==> config.mk <==
export PLATFORM = sky130hd
export DESIGN_NAME = pdf_text_to_utf8_core
export DESIGN_NICKNAME = d
export VERILOG_FILES = /design/src/hw/rtl/pdfu8_pkg.sv /design/src/hw/rtl/pdfu8_decode.sv /design/src/hw/rtl/pdfu8_emit.sv /design/src/hw/rtl/pdf_text_to_utf8_core.sv
export VERILOG_INCLUDE_DIRS = /design/src /design/src/hw/rtl
export SDC_FILE = /design/constraint.sdc
export NUM_CORES = 1
export LEC_CHECK = 0
export ABC_AREA = 1
export ABC_CLOCK_PERIOD_IN_PS = 6630
export BUFFER_PORTS_ARGS = -buffer_cell sky130_fd_sc_hd__buf_2
export CAP_MARGIN = 5
export CORE_ASPECT_RATIO = 0.75
export CORE_MARGIN = 1.5
export CORE_UTILIZATION = 40
export CTS_BUF_LIST = sky130_fd_sc_hd__clkbuf_4
export DETAILED_ROUTE_END_ITERATION = 6
export MAX_ROUTING_LAYER = met4
export PLACE_DENSITY = 0.54
export SLEW_MARGIN = 20
export SYNTH_ARGS = -nofsm -noshare
export SYNTH_HDL_FRONTEND = slang
export SYNTH_SLANG_ARGS = --single-unit
==> constraint.sdc <==
create_clock -name clk -period 6.63 [get_ports clk]
set_input_delay 1.326 -clock clk [delete_from_list [all_inputs] [get_ports clk]]
set_output_delay 1.326 -clock clk [all_outputs]
set_load 0.01 [all_outputs]
==> src/hw/rtl/pdf_text_to_utf8_core_assert.svh <==
// ---------------------------------------------------------------------------
// Assertion macros for the PDF text to UTF-8 core.
// Each macro expands to one labelled concurrent assertion, clocked on the
// rising edge and disabled while the asynchronous reset is asserted.
// ---------------------------------------------------------------------------
`ifndef PDF_TEXT_TO_UTF8_CORE_ASSERT_SVH
`define PDF_TEXT_TO_UTF8_CORE_ASSERT_SVH

// The consequent must hold in the same cycle as the antecedent.
`define PDFU8_ASSERT_IMPLY(lbl, clk, rst_n, ante, cons) \
	lbl: assert property (@(posedge clk) disable iff (!rst_n) (ante) |-> (cons)) \
		else $error("pdfu8: same-cycle check failed");

// The consequent must hold in the cycle after the antecedent.
`define PDFU8_ASSERT_NEXT(lbl, clk, rst_n, ante, cons) \
	lbl: assert property (@(posedge clk) disable iff (!rst_n) (ante) |=> (cons)) \
		else $error("pdfu8: next-cycle check failed");

`endif

==> src/hw/rtl/pdfu8_pkg.sv <==
// ---------------------------------------------------------------------------
// pdfu8_pkg
// Shared types, constants and the UTF-8 encoder function of the core.
// ---------------------------------------------------------------------------
`timescale 1ns / 1ps

package pdfu8_pkg;

	localparam int MaxResults = 6;
	localparam int SeqBytes   = 4;

	localparam logic [7:0]  BomHigh  = 8'hFE;
	localparam logic [7:0]  BomLow   = 8'hFF;
	localparam logic [5:0]  HighSurrTag = 6'b110110;
	localparam logic [5:0]  LowSurrTag  = 6'b110111;
	localparam logic [20:0] SuppBase = 21'h10000;

	// Where the decoder stands within the string.
	typedef enum logic [2:0] {
		ST_START = 3'b001,
		ST_HELD  = 3'b010,
		ST_BODY  = 3'b100
	} pos_t;

	// One encoded code point: up to four bytes and their count.
	typedef struct packed {
		logic [SeqBytes-1:0][7:0] b;
		logic [2:0]               n;
	} u8seq_t;

	// All the results that one input item causes.
	typedef struct packed {
		logic [MaxResults-1:0][7:0] bytes;
		logic [2:0]                 cnt;
		logic                       empty;
		logic                       last;
	} grp_t;

	function automatic u8seq_t encode_cp(input logic [20:0] cp);
		u8seq_t s;
		s = '0;
		if (cp < 21'h80) begin
			s.b[0] = cp[7:0];
			s.n    = 3'd1;
		end else if (cp < 21'h800) begin
			s.b[0] = 8'hC0 | {3'b000, cp[10:6]};
			s.b[1] = 8'h80 | {2'b00, cp[5:0]};
			s.n    = 3'd2;
		end else if (cp < 21'h10000) begin
			s.b[0] = 8'hE0 | {4'b0000, cp[15:12]};
			s.b[1] = 8'h80 | {2'b00, cp[11:6]};
			s.b[2] = 8'h80 | {2'b00, cp[5:0]};
			s.n    = 3'd3;
		end else begin
			s.b[0] = 8'hF0 | {5'b00000, cp[20:18]};
			s.b[1] = 8'h80 | {2'b00, cp[17:12]};
			s.b[2] = 8'h80 | {2'b00, cp[11:6]};
			s.b[3] = 8'h80 | {2'b00, cp[5:0]};
			s.n    = 3'd4;
		end
		return s;
	endfunction

endpackage

==> src/hw/rtl/pdfu8_decode.sv <==
// ---------------------------------------------------------------------------
// pdfu8_decode
// String state and the decode of one item into a group of UTF-8 bytes.
// ---------------------------------------------------------------------------
`timescale 1ns / 1ps

module pdfu8_decode (
	input  logic             clk,
	input  logic             arst_n,
	input  logic [7:0]       byte_s1,
	input  logic             last_s1,
	input  logic             take,
	output pdfu8_pkg::grp_t  grp,
	output logic             has_out
);

	pdfu8_pkg::pos_t st_q, st_d;
	logic       wide_q, wide_d;
	logic [7:0] hi_q, hi_d;
	logic       half_q, half_d;
	logic [9:0] pend_q, pend_d;
	logic       wait_q, wait_d;

	pdfu8_pkg::u8seq_t seq_a, seq_b, seq_flush;
	logic [15:0] unit;
	logic        unit_hi, unit_lo;
	logic [2:0]  total;
	logic [2:0]  boff;

	assign unit    = {hi_q, byte_s1};
	assign unit_hi = (unit[15:10] == pdfu8_pkg::HighSurrTag);
	assign unit_lo = (unit[15:10] == pdfu8_pkg::LowSurrTag);

	always_comb begin
		st_d   = st_q;
		wide_d = wide_q;
		hi_d   = hi_q;
		half_d = half_q;
		pend_d = pend_q;
		wait_d = wait_q;
		seq_a  = '0;
		seq_b  = '0;
		case (st_q)
			pdfu8_pkg::ST_START: begin
				if (byte_s1 == pdfu8_pkg::BomHigh && !last_s1) begin
					st_d = pdfu8_pkg::ST_HELD;
				end else begin
					st_d   = pdfu8_pkg::ST_BODY;
					wide_d = 1'b0;
					seq_a  = pdfu8_pkg::encode_cp({13'd0, byte_s1});
				end
			end
			pdfu8_pkg::ST_HELD: begin
				st_d = pdfu8_pkg::ST_BODY;
				if (byte_s1 == pdfu8_pkg::BomLow) begin
					wide_d = 1'b1;
				end else begin
					wide_d = 1'b0;
					seq_a  = pdfu8_pkg::encode_cp({13'd0, pdfu8_pkg::BomHigh});
					seq_b  = pdfu8_pkg::encode_cp({13'd0, byte_s1});
				end
			end
			default: begin
				if (!wide_q) begin
					seq_a = pdfu8_pkg::encode_cp({13'd0, byte_s1});
				end else if (!half_q) begin
					hi_d   = byte_s1;
					half_d = 1'b1;
				end else begin
					half_d = 1'b0;
					if (wait_q && unit_lo) begin
						wait_d = 1'b0;
						pend_d = '0;
						seq_a  = pdfu8_pkg::encode_cp(pdfu8_pkg::SuppBase +
							21'({pend_q, unit[9:0]}));
					end else begin
						if (wait_q) begin
							seq_a  = pdfu8_pkg::encode_cp({5'd0, pdfu8_pkg::HighSurrTag,
								pend_q});
							wait_d = 1'b0;
							pend_d = '0;
						end
						if (unit_hi) begin
							pend_d = unit[9:0];
							wait_d = 1'b1;
						end else if (wait_q) begin
							seq_b = pdfu8_pkg::encode_cp({5'd0, unit});
						end else begin
							seq_a = pdfu8_pkg::encode_cp({5'd0, unit});
						end
					end
				end
			end
		endcase

		// At the end of the string a high surrogate still held goes out alone.
		seq_flush = pdfu8_pkg::encode_cp({5'd0, pdfu8_pkg::HighSurrTag, pend_d});
		if (last_s1 && wide_d && wait_d) begin
			if (seq_a.n == 3'd0) begin
				seq_a = seq_flush;
			end else begin
				seq_b = seq_flush;
			end
		end
	end

	assign total = seq_a.n + seq_b.n;

	always_comb begin
		grp       = '0;
		grp.last  = last_s1;
		grp.empty = (total == 3'd0);
		grp.cnt   = (total == 3'd0) ? 3'd1 : total;
		boff      = '0;
		for (int i = 0; i < pdfu8_pkg::MaxResults; i++) begin
			boff = 3'(i) - seq_a.n;
			if (3'(i) < seq_a.n) begin
				grp.bytes[i] = seq_a.b[i[1:0]];
			end else if (3'(i) < total) begin
				grp.bytes[i] = seq_b.b[boff[1:0]];
			end
		end
	end

	assign has_out = (total != 3'd0) || last_s1;

	always_ff @(posedge clk or negedge arst_n) begin
		if (!arst_n) begin
			st_q   <= pdfu8_pkg::ST_START;
			wide_q <= 1'b0;
			hi_q   <= '0;
			half_q <= 1'b0;
			pend_q <= '0;
			wait_q <= 1'b0;
		end else if (take) begin
			if (last_s1) begin
				st_q   <= pdfu8_pkg::ST_START;
				wide_q <= 1'b0;
				hi_q   <= '0;
				half_q <= 1'b0;
				pend_q <= '0;
				wait_q <= 1'b0;
			end else begin
				st_q   <= st_d;
				wide_q <= wide_d;
				hi_q   <= hi_d;
				half_q <= half_d;
				pend_q <= pend_d;
				wait_q <= wait_d;
			end
		end
	end

endmodule

==> src/hw/rtl/pdfu8_emit.sv <==
// ---------------------------------------------------------------------------
// pdfu8_emit
// Result register: one group of bytes, sent one byte a cycle unless stalled.
// ---------------------------------------------------------------------------
`timescale 1ns / 1ps
`include "pdf_text_to_utf8_core_assert.svh"

module pdfu8_emit (
	input  logic             clk,
	input  logic             arst_n,
	input  logic             load,
	input  pdfu8_pkg::grp_t  grp_in,
	output logic             free,
	output logic             out_valid,
	input  logic             out_ready,
	output logic [7:0]       out_byte,
	output logic             byte_valid,
	output logic             out_last
);

	pdfu8_pkg::grp_t grp_q;
	logic       valid_q;
	logic [2:0] idx_q;
	logic       at_end;
	logic       fire;

	assign at_end = (idx_q == grp_q.cnt - 3'd1);
	assign fire   = valid_q && out_ready;
	assign free   = !valid_q || (out_ready && at_end);

	assign out_valid  = valid_q;
	assign out_byte   = grp_q.bytes[idx_q];
	assign byte_valid = !grp_q.empty;
	assign out_last   = grp_q.last && at_end;

	always_ff @(posedge clk) begin
		if (load) begin
			grp_q <= grp_in;
		end
	end

	always_ff @(posedge clk or negedge arst_n) begin
		if (!arst_n) begin
			valid_q <= 1'b0;
			idx_q   <= '0;
		end else if (load) begin
			valid_q <= 1'b1;
			idx_q   <= '0;
		end else if (fire) begin
			if (at_end) begin
				valid_q <= 1'b0;
			end else begin
				idx_q <= idx_q + 3'd1;
			end
		end
	end

	`PDFU8_ASSERT_IMPLY(a_cnt_range, clk, arst_n, valid_q, grp_q.cnt != 3'd0 && grp_q.cnt <= 3'(pdfu8_pkg::MaxResults))
	`PDFU8_ASSERT_IMPLY(a_idx_range, clk, arst_n, valid_q, idx_q < grp_q.cnt)
	`PDFU8_ASSERT_IMPLY(a_empty_is_end, clk, arst_n, valid_q && grp_q.empty, grp_q.cnt == 3'd1 && grp_q.last)
	`PDFU8_ASSERT_NEXT(a_load_starts, clk, arst_n, load, valid_q && idx_q == 3'd0)

endmodule

==> src/hw/rtl/pdf_text_to_utf8_core.sv <==
// ---------------------------------------------------------------------------
// pdf_text_to_utf8_core
// Converts a PDF text string, one byte per item, into UTF-8 bytes.
// ---------------------------------------------------------------------------
//
//   Channel | Direction | Handshake           | Payload
//   --------+-----------+---------------------+------------------------------
//   in      | into core | in_valid, in_ready  | in_byte, in_last
//   out     | from core | out_valid, out_ready| out_byte, byte_valid, out_last
//
// Each output byte takes one handshake on the out channel, so an input item
// occupies the core for as many handshakes as it yields results: one or two
// for Latin-1 text (up to four after a leading FE byte), up to six in
// UTF-16BE text. Non-last items that yield nothing skip the out channel.
// Reset (arst_n low) empties both registers and returns to the string start.
// A stall on the out channel holds the current byte; one further item waits
// in the input register and is decoded as soon as the result register frees.
//
`timescale 1ns / 1ps

module pdf_text_to_utf8_core (
	input  logic       clk,
	input  logic       arst_n,
	input  logic       in_valid,
	output logic       in_ready,
	input  logic [7:0] in_byte,
	input  logic       in_last,
	output logic       out_valid,
	input  logic       out_ready,
	output logic [7:0] out_byte,
	output logic       byte_valid,
	output logic       out_last
);

	// Input register: the item being decoded.
	logic       valid_s1;
	logic [7:0] byte_s1;
	logic       last_s1;

	pdfu8_pkg::grp_t grp;
	logic has_out;
	logic free;
	logic take;
	logic load;

	// The held item leaves the input register when it yields no result, or
	// when the result register is empty or sends its final byte this cycle.
	assign take     = valid_s1 && (!has_out || free);
	assign load     = take && has_out;
	assign in_ready = !valid_s1 || take;

	always_ff @(posedge clk) begin
		if (in_valid && in_ready) begin
			byte_s1 <= in_byte;
			last_s1 <= in_last;
		end
	end

	always_ff @(posedge clk or negedge arst_n) begin
		if (!arst_n) begin
			valid_s1 <= 1'b0;
		end else if (in_ready) begin
			valid_s1 <= in_valid;
		end
	end

	// Decode of the held item against the string state.
	pdfu8_decode u_decode (
		.clk     (clk),
		.arst_n  (arst_n),
		.byte_s1 (byte_s1),
		.last_s1 (last_s1),
		.take    (take),
		.grp     (grp),
		.has_out (has_out)
	);

	// Result register and byte sequencer.
	pdfu8_emit u_emit (
		.clk        (clk),
		.arst_n     (arst_n),
		.load       (load),
		.grp_in     (grp),
		.free       (free),
		.out_valid  (out_valid),
		.out_ready  (out_ready),
		.out_byte   (out_byte),
		.byte_valid (byte_valid),
		.out_last   (out_last)
	);

endmodule
### Word-level counts from Yosys, hierarchy flattened

Index checks and enable logic that the tools add are counted.

* add/subtract/negate cells: 10
* order comparisons: 25
* eq/ne operators: 10
* multiplexer cells: 92
* reductions and logical operators: 32

Operator list (count)
* $mux W35: 15
* $mux W8: 26
* $pmux W35 S2: 2
* $bmux W8 S2: 6
* $mux W10: 7
* $mux W19: 3
* $mux W11: 3
* $mux W16: 2
* $mux W27: 1
* $mux W25: 1
* $bmux W8 S3: 1
* $mux W24: 1
* $add A17 B20 Y21 const A: 1
* $lt A21 B12 Y1 const B: 1
* $lt A21 B17 Y1 const B: 1
* $lt A21 B8 Y1 const B: 1
* $lt A2 B3 Y1 const B: 6
* $mux W17: 1
* $eq A8 B8 Y1 const B: 2
* $lt A16 B12 Y1 const B: 1
* $lt A16 B8 Y1 const B: 1
* $mux W1: 16
* $mux W3: 5
* $eq A6 B6 Y1 const B: 2
* 27 further kinds: 63

* register bits after elaboration: 91
* input port bits: 13
* output and inout bits: 12
* word-level logic and storage cells: 189

### Logic depth before layout (Yosys ltp)

* word-level depth: 21
* mapped depth: 29

### Cells and area by module

From an unflattened synthesis, not the netlist that was laid out.

* cell total of the unflattened synthesis: 795
* area total of the unflattened synthesis: 6179.7 um^2

Modules (own cells, without submodules)
* pdfu8_decode: times used 1, cells an instance 591, area each 3509.6 um^2, seq. area each 601.8 um^2
* pdfu8_emit: times used 1, cells an instance 185, area each 2329.7 um^2, seq. area each 1691.6 um^2
* pdf_text_to_utf8_core: times used 1, cells an instance 19, area each 340.3 um^2, seq. area each 295.3 um^2

### Worst setup path before layout

OpenSTA, ideal clock, no wires.

* path kind: reg-to-reg
* from: reg u_decode.pend_q[7]
* to: reg u_emit.grp_q[0] (netlist bit), enable pin
* library setup time: 0.408 ns
* data arrival time: 4.317 ns
* data required time: 6.222 ns
* setup slack: 1.905 ns
* cell stages (with the launch flop): 27
* buffers on the path: 1
* period minus slack after synthesis: 4.725 ns
* cells stage by stage: dfrtp_1 -> ha_1 -> inv_1 -> nand2_1 -> nand2_1 -> nand3_1 -> nor2_2 -> nand3_1 -> nand3_2 -> nand2_1 -> nand2_2 -> a21oi_4 -> nand3_4 -> nand2_4 -> nand2_1 -> ha_1 -> inv_1 -> fa_1 -> inv_1 -> nor3_1 -> nand2_1 -> nand2_1 -> nand2_1 -> inv_2 -> buf_2 -> nand2_1 -> inv_1

* cells in the longest elaborated chain, start to end: 19
* elaborated cells on any way between the ends: 23

RTL lines
* from (decl): RTL line pdfu8_decode.sv:21 `logic [9:0] pend_q, pend_d;`
* from (signal assigned): RTL line pdfu8_decode.sv:148 `pend_q <= pend_d;`
* $add A17 B20 Y21 *: RTL line pdfu8_decode.sv:74 `seq_a = pdfu8_pkg::encode_cp(pdfu8_pkg::SuppBase +`
* $lt A21 B17 Y1: RTL line pdfu8_pkg.sv:49 `end else if (cp < 21'h10000) begin`
* $mux W25: RTL line pdfu8_pkg.sv:49
* $mux W19: RTL line pdfu8_pkg.sv:45 `end else if (cp < 21'h800) begin`
* $mux W11 *: RTL line pdfu8_pkg.sv:42 `if (cp < 21'h80) begin`
* $mux W35 *: RTL line pdfu8_decode.sv:71 `if (wait_q && unit_lo) begin`
* $mux W35 *: RTL line pdfu8_decode.sv:66 `end else if (!half_q) begin`
* $mux W35 *: RTL line pdfu8_decode.sv:64 `if (!wide_q) begin`
* [... 4 more ...]
* $add A3 B3 Y3 *: RTL line pdfu8_decode.sv:107 `assign total = seq_a.n + seq_b.n;`
* $reduce_bool A3 Y1 *: RTL line pdfu8_decode.sv:125 `assign has_out = (total != 3'd0) || last_s1;`
* $logic_or A1 B1 Y1 *: RTL line pdfu8_decode.sv:125
* $logic_not A1 Y1: RTL line pdf_text_to_utf8_core.sv:48 `assign take = valid_s1 && (!has_out || free);`
* $logic_or A1 B1 Y1: RTL line pdf_text_to_utf8_core.sv:48
* $logic_and A1 B1 Y1: RTL line pdf_text_to_utf8_core.sv:48
* $logic_and A1 B1 Y1 *: RTL line pdf_text_to_utf8_core.sv:49 `assign load = take && has_out;`
* net load: RTL line pdf_text_to_utf8_core.sv:44 `logic load;`
* to (signal assigned): RTL line pdfu8_emit.sv:38 `grp_q <= grp_in;`
* to (decl): RTL line pdfu8_emit.sv:21 `pdfu8_pkg::grp_t grp_q;`

The timed path passes the listed nets; every way through them passes the cells marked *.
A chain may end at the register's enable or synchronous reset.

### Final worst setup path

* from: reg u_decode.st_q[0]
* to: out in_ready

* cells in the longest elaborated chain, start to end: 12
* elaborated cells on any way between the ends: 21

RTL lines
* from (decl): RTL line pdfu8_decode.sv:17 `pdfu8_pkg::pos_t st_q, st_d;`
* from (signal assigned): RTL line pdfu8_decode.sv:129 `st_q <= pdfu8_pkg::ST_START;`
* from (signal assigned): RTL line pdfu8_decode.sv:137 `st_q <= pdfu8_pkg::ST_START;`
* from (signal assigned): RTL line pdfu8_decode.sv:144 `st_q <= st_d;`
* $eq A3 B2 Y1 or $eq A3 B1 Y1 (tied branches): RTL line pdfu8_decode.sv:43 `case (st_q)`
* $pmux W35 S2, or another cell as far along: RTL line pdfu8_decode.sv:43
* $logic_not A3 Y1, or another cell as far along: RTL line pdfu8_decode.sv:99 `if (seq_a.n == 3'd0) begin`
* $mux W35 or $logic_and A1 B1 Y1 (tied branches): RTL line pdfu8_decode.sv:99, pdfu8_decode.sv:98
* $mux W35: RTL line pdfu8_decode.sv:98 `if (last_s1 && wide_d && wait_d) begin`
* $add A3 B3 Y3 *: RTL line pdfu8_decode.sv:107
* $reduce_bool A3 Y1 *: RTL line pdfu8_decode.sv:125
* $logic_or A1 B1 Y1 *: RTL line pdfu8_decode.sv:125
* $logic_not A1 Y1 *: RTL line pdf_text_to_utf8_core.sv:48
* $logic_or A1 B1 Y1 *: RTL line pdf_text_to_utf8_core.sv:48
* $logic_and A1 B1 Y1 *: RTL line pdf_text_to_utf8_core.sv:48
* $logic_or A1 B1 Y1 *: RTL line pdf_text_to_utf8_core.sv:50 `assign in_ready = !valid_s1 || take;`
* to (decl): RTL line pdf_text_to_utf8_core.sv:25 `output logic in_ready,`

Mark *: on every way between the ends. The rest lies on a longest branch, timed or not.

==> out/metrics.csv <==
metric;value;unit
status;completed;
htreeDepth;3;
antenna_found_initial;2;
die_y;110;um
finalPower;3.62;mW
hp-class;register to register;
final_antenna_net_count;0;
slew_viol_final;0;
drive_gt1_frac;0.122;
critPathMaxFanout;13;
tightest_slew;0.914;ns
insertion_delay;0.50;ns
path_clk_slew;0.14;ns
powerDensity;552;nW/um^2
boundaryPins;25;
synth-main-ff-cell;edfxtp_1;
endpoint_kind;output port;
die_area;15900;um^2
p_leak;2.70;nW
viasPerCell;6.04;
num-fill-cells;1520;
globalRouteOverflowTotal;0;
ctsResizeCount;0;
yosys_warnings;0;
combPwrFrac;0.569;
final_cells;994;
power.switching;1.93;mW
clock-sinks;91;
grt_pass1_vias;5670;
clkPwrFrac;0.100;
ys_seq_elements;91;
place_inst;976;
max-cap-violations;0;
fmaxAchievable;167;MHz
dp_hpwl;18.5;mm
setup_tns;0;ns
rsz0062_at_grt;no;
finClkSkew;0.0244;ns
post_cts_buffers;0;
hold-worst-slack;0.562;ns
drtIter0Drc;786;
rows;38;
grt_first_pass_wirelength;35.3;mm
remaining_drc_errors;0;
synth.yosys.seq_area_share;0.426;
period_minus_slack;5.97;ns
synthCells;768;
cts_tree;built;
cts_made_buffers;9;
syn_area;6070;um^2
required;5.30;ns
p_seq_frac;0.331;
synth_cell_types;54;
switching_share;0.533;
internal_power;1.69;mW
start_kind;register;
numPortBuffers;24;
grt_usage;0.315;
ctsRootBufferMaster;clkbuf_4;
via_count;5999;
setup_violations;0;
coreArea;14600;um^2
initial_core_util;0.415;
routed_wl;23.7;mm
synth_edf_count;62;
first_pass_iters;6;
die_w;145;um
rrSetupSlack;1.11;ns
fin_util;0.448;
nNetsFinal;806;
gp_congestion;1.01;
ctsLongestPathBuffers;2;
async_reset_ff_frac;0.319;
cts_hold_buf;0;
relSlewSlack;0.391;
synth.avg_cell_area;7.91;um^2
vdd_ir_drop_max;0.191;mV
fin_crit_sh;0.901;
wire_per_inst;23.8;um
syn_to_final_growth;8.12;%
crit_type;register to output port;
cp.arrival;4.65;ns
grt_max_degree;55;
hold_viol_final;0;
## logic make-up (layout without fill, tap and decap cells)
kind of cell / after synthesis / in the layout / synth area share
AO/OA/AOI/OAI: 196 / 196 / 0.201
XOR/XNOR: 5 / 5 / 0.00721
adder cells (fa/ha/maj): 6 / 6 / 0.0136
buffers and inverters: 124 / 146 / 0.0865
flip-flops: 91 / 91 / 0.426
other: 1 / 5 / 0.000617
AND/OR/NAND/NOR: 345 / 345 / 0.264
## path summary, 6_finish.rpt
kind                                               from                           end  cells past startpoint
max reg2reg                u_decode.st_q[0]$_DFFE_PN1P_  u_decode.hi_q[6]$_DFFE_PN0P_                     24
min                        u_emit.out_valid$_DFFE_PN0P_  u_emit.out_valid$_DFFE_PN0P_                      2
min reg2reg                u_emit.out_valid$_DFFE_PN0P_  u_emit.out_valid$_DFFE_PN0P_                      2
max                        u_decode.st_q[0]$_DFFE_PN1P_                      in_ready                     20
min in group asynchronous                        arst_n   u_emit.idx_q[0]$_DFFE_PN0P_                      1
max in group asynchronous                        arst_n  u_decode.hi_q[5]$_DFFE_PN0P_                      1
## routing by layer
metal  up-vias  track usage  routed length, um
met2       354        0.431               9610
met4         0       0.0926                516
li1       2709            -                  -
met1      2887        0.434              10600
met3        49        0.113               2930
met5         -            -                  0
## critical path, cell delays in order (launching register included)
cell and delay [ns]:
dfstp_2 0.58, inv_1 0.07, nor3_2 0.25, inv_2 0.07, nand2_1 0.35, inv_1 0.27, buf_4 0.24, a21oi_4 0.20
nand3_4 0.22, nand2_4 0.18, nand2_1 0.07, ha_1 0.19, inv_1 0.07, fa_1 0.15, inv_1 0.05, ha_1 0.31
inv_1 0.07, nor3_1 0.36, nand2_1 0.15, nand3_1 0.15, buf_2 0.14
## cells in the mapped netlist (all sizes together) (3+ instances only)
library cell,number,share of area
edfxtp,62,0.31
inv,86,0.054
ha,5,0.010
clkinv,8,0.0062
dfrtp,28,0.12
nand3,53,0.051
a21oi,35,0.034
nand2,172,0.11
nor3,17,0.019
xnor2,3,0.0043
nand4,8,0.0082
or2,3,0.0031
o22ai,41,0.042
o21ai,73,0.061
o211ai,11,0.014
buf,15,0.017
clkbuf,15,0.0093
nand3b,6,0.0074
o32ai,9,0.013
a22oi,7,0.0087
nor2,86,0.062
o221ai,13,0.019
## state kept, by name (all words and copies together) (netlist names)
register and flops:
byte_s1 8, last_s1 1, u_decode.half_q 1, u_decode.hi_q 8, u_decode.pend_q 10, u_decode.st_q 3
u_decode.wait_q 1, u_decode.wide_q 1, u_emit.grp_q 53, u_emit.idx_q 3, u_emit.out_valid 1, valid_s1 1
## area by class of cell
| class | instances | area (um^2) | area share |
|---|---|---|---|
| inverter | 94 | 368 | 0.0560 |
| sequential | 91 | 2590 | 0.394 |
| clock buffer | 9 | 67.6 | 0.0103 |
| timing repair buffer | 36 | 223 | 0.0339 |
| multi-input combinational | 555 | 2970 | 0.452 |
| antenna | 2 | 5.00 | 0.000762 |
| clock inverter | 7 | 97.6 | 0.0149 |
| tap | 200 | 250 | 0.0381 |
## power by group through the flow
stage	clock network [mW]	registers (mW)	logic, mW
6_report	0.362	1.20	2.06
5_1_grt	0.387	1.23	2.24
4_1_cts	0.365	1.19	2.01
3_5_place_dp	0	1.20	2.00
3_3_place_gp	0	1.20	2.00
2_1_floorplan	0	1.10	1.36
## per-stage QoR
step | setup slack, ns | cell area, um^2
final | 0.658 | 6570
after detailed placement | 1.21 | 6400
after global routing | 0.243 | 6570
after global placement | 1.29 | 6400
after floorplan | 1.90 | 6080
after CTS | 0.673 | 6560
## layout by cell type, fill, tap and decap left out, types with 3 or more instances in the layout
cell,count
a21oi_1,32
a21oi_4,3
a22oi_1,7
buf_2,24
buf_4,11
clkbuf_4,9
clkinv_1,6
conb_1,3
dfrtp_1,28
edfxtp_1,62
ha_1,5
inv_1,76
inv_2,8
inv_6,3
nand2_1,164
nand2_2,5
nand3_1,47
nand3_2,4
nand3b_1,6
nand4_1,8
nor2_1,79
nor2_4,4
nor3_1,13
o211ai_1,10
o21ai_0,65
o21ai_1,7
o221ai_1,13
o22ai_1,41
o32ai_1,9
xnor2_1,3
Power figures use the tool's default switching activity.
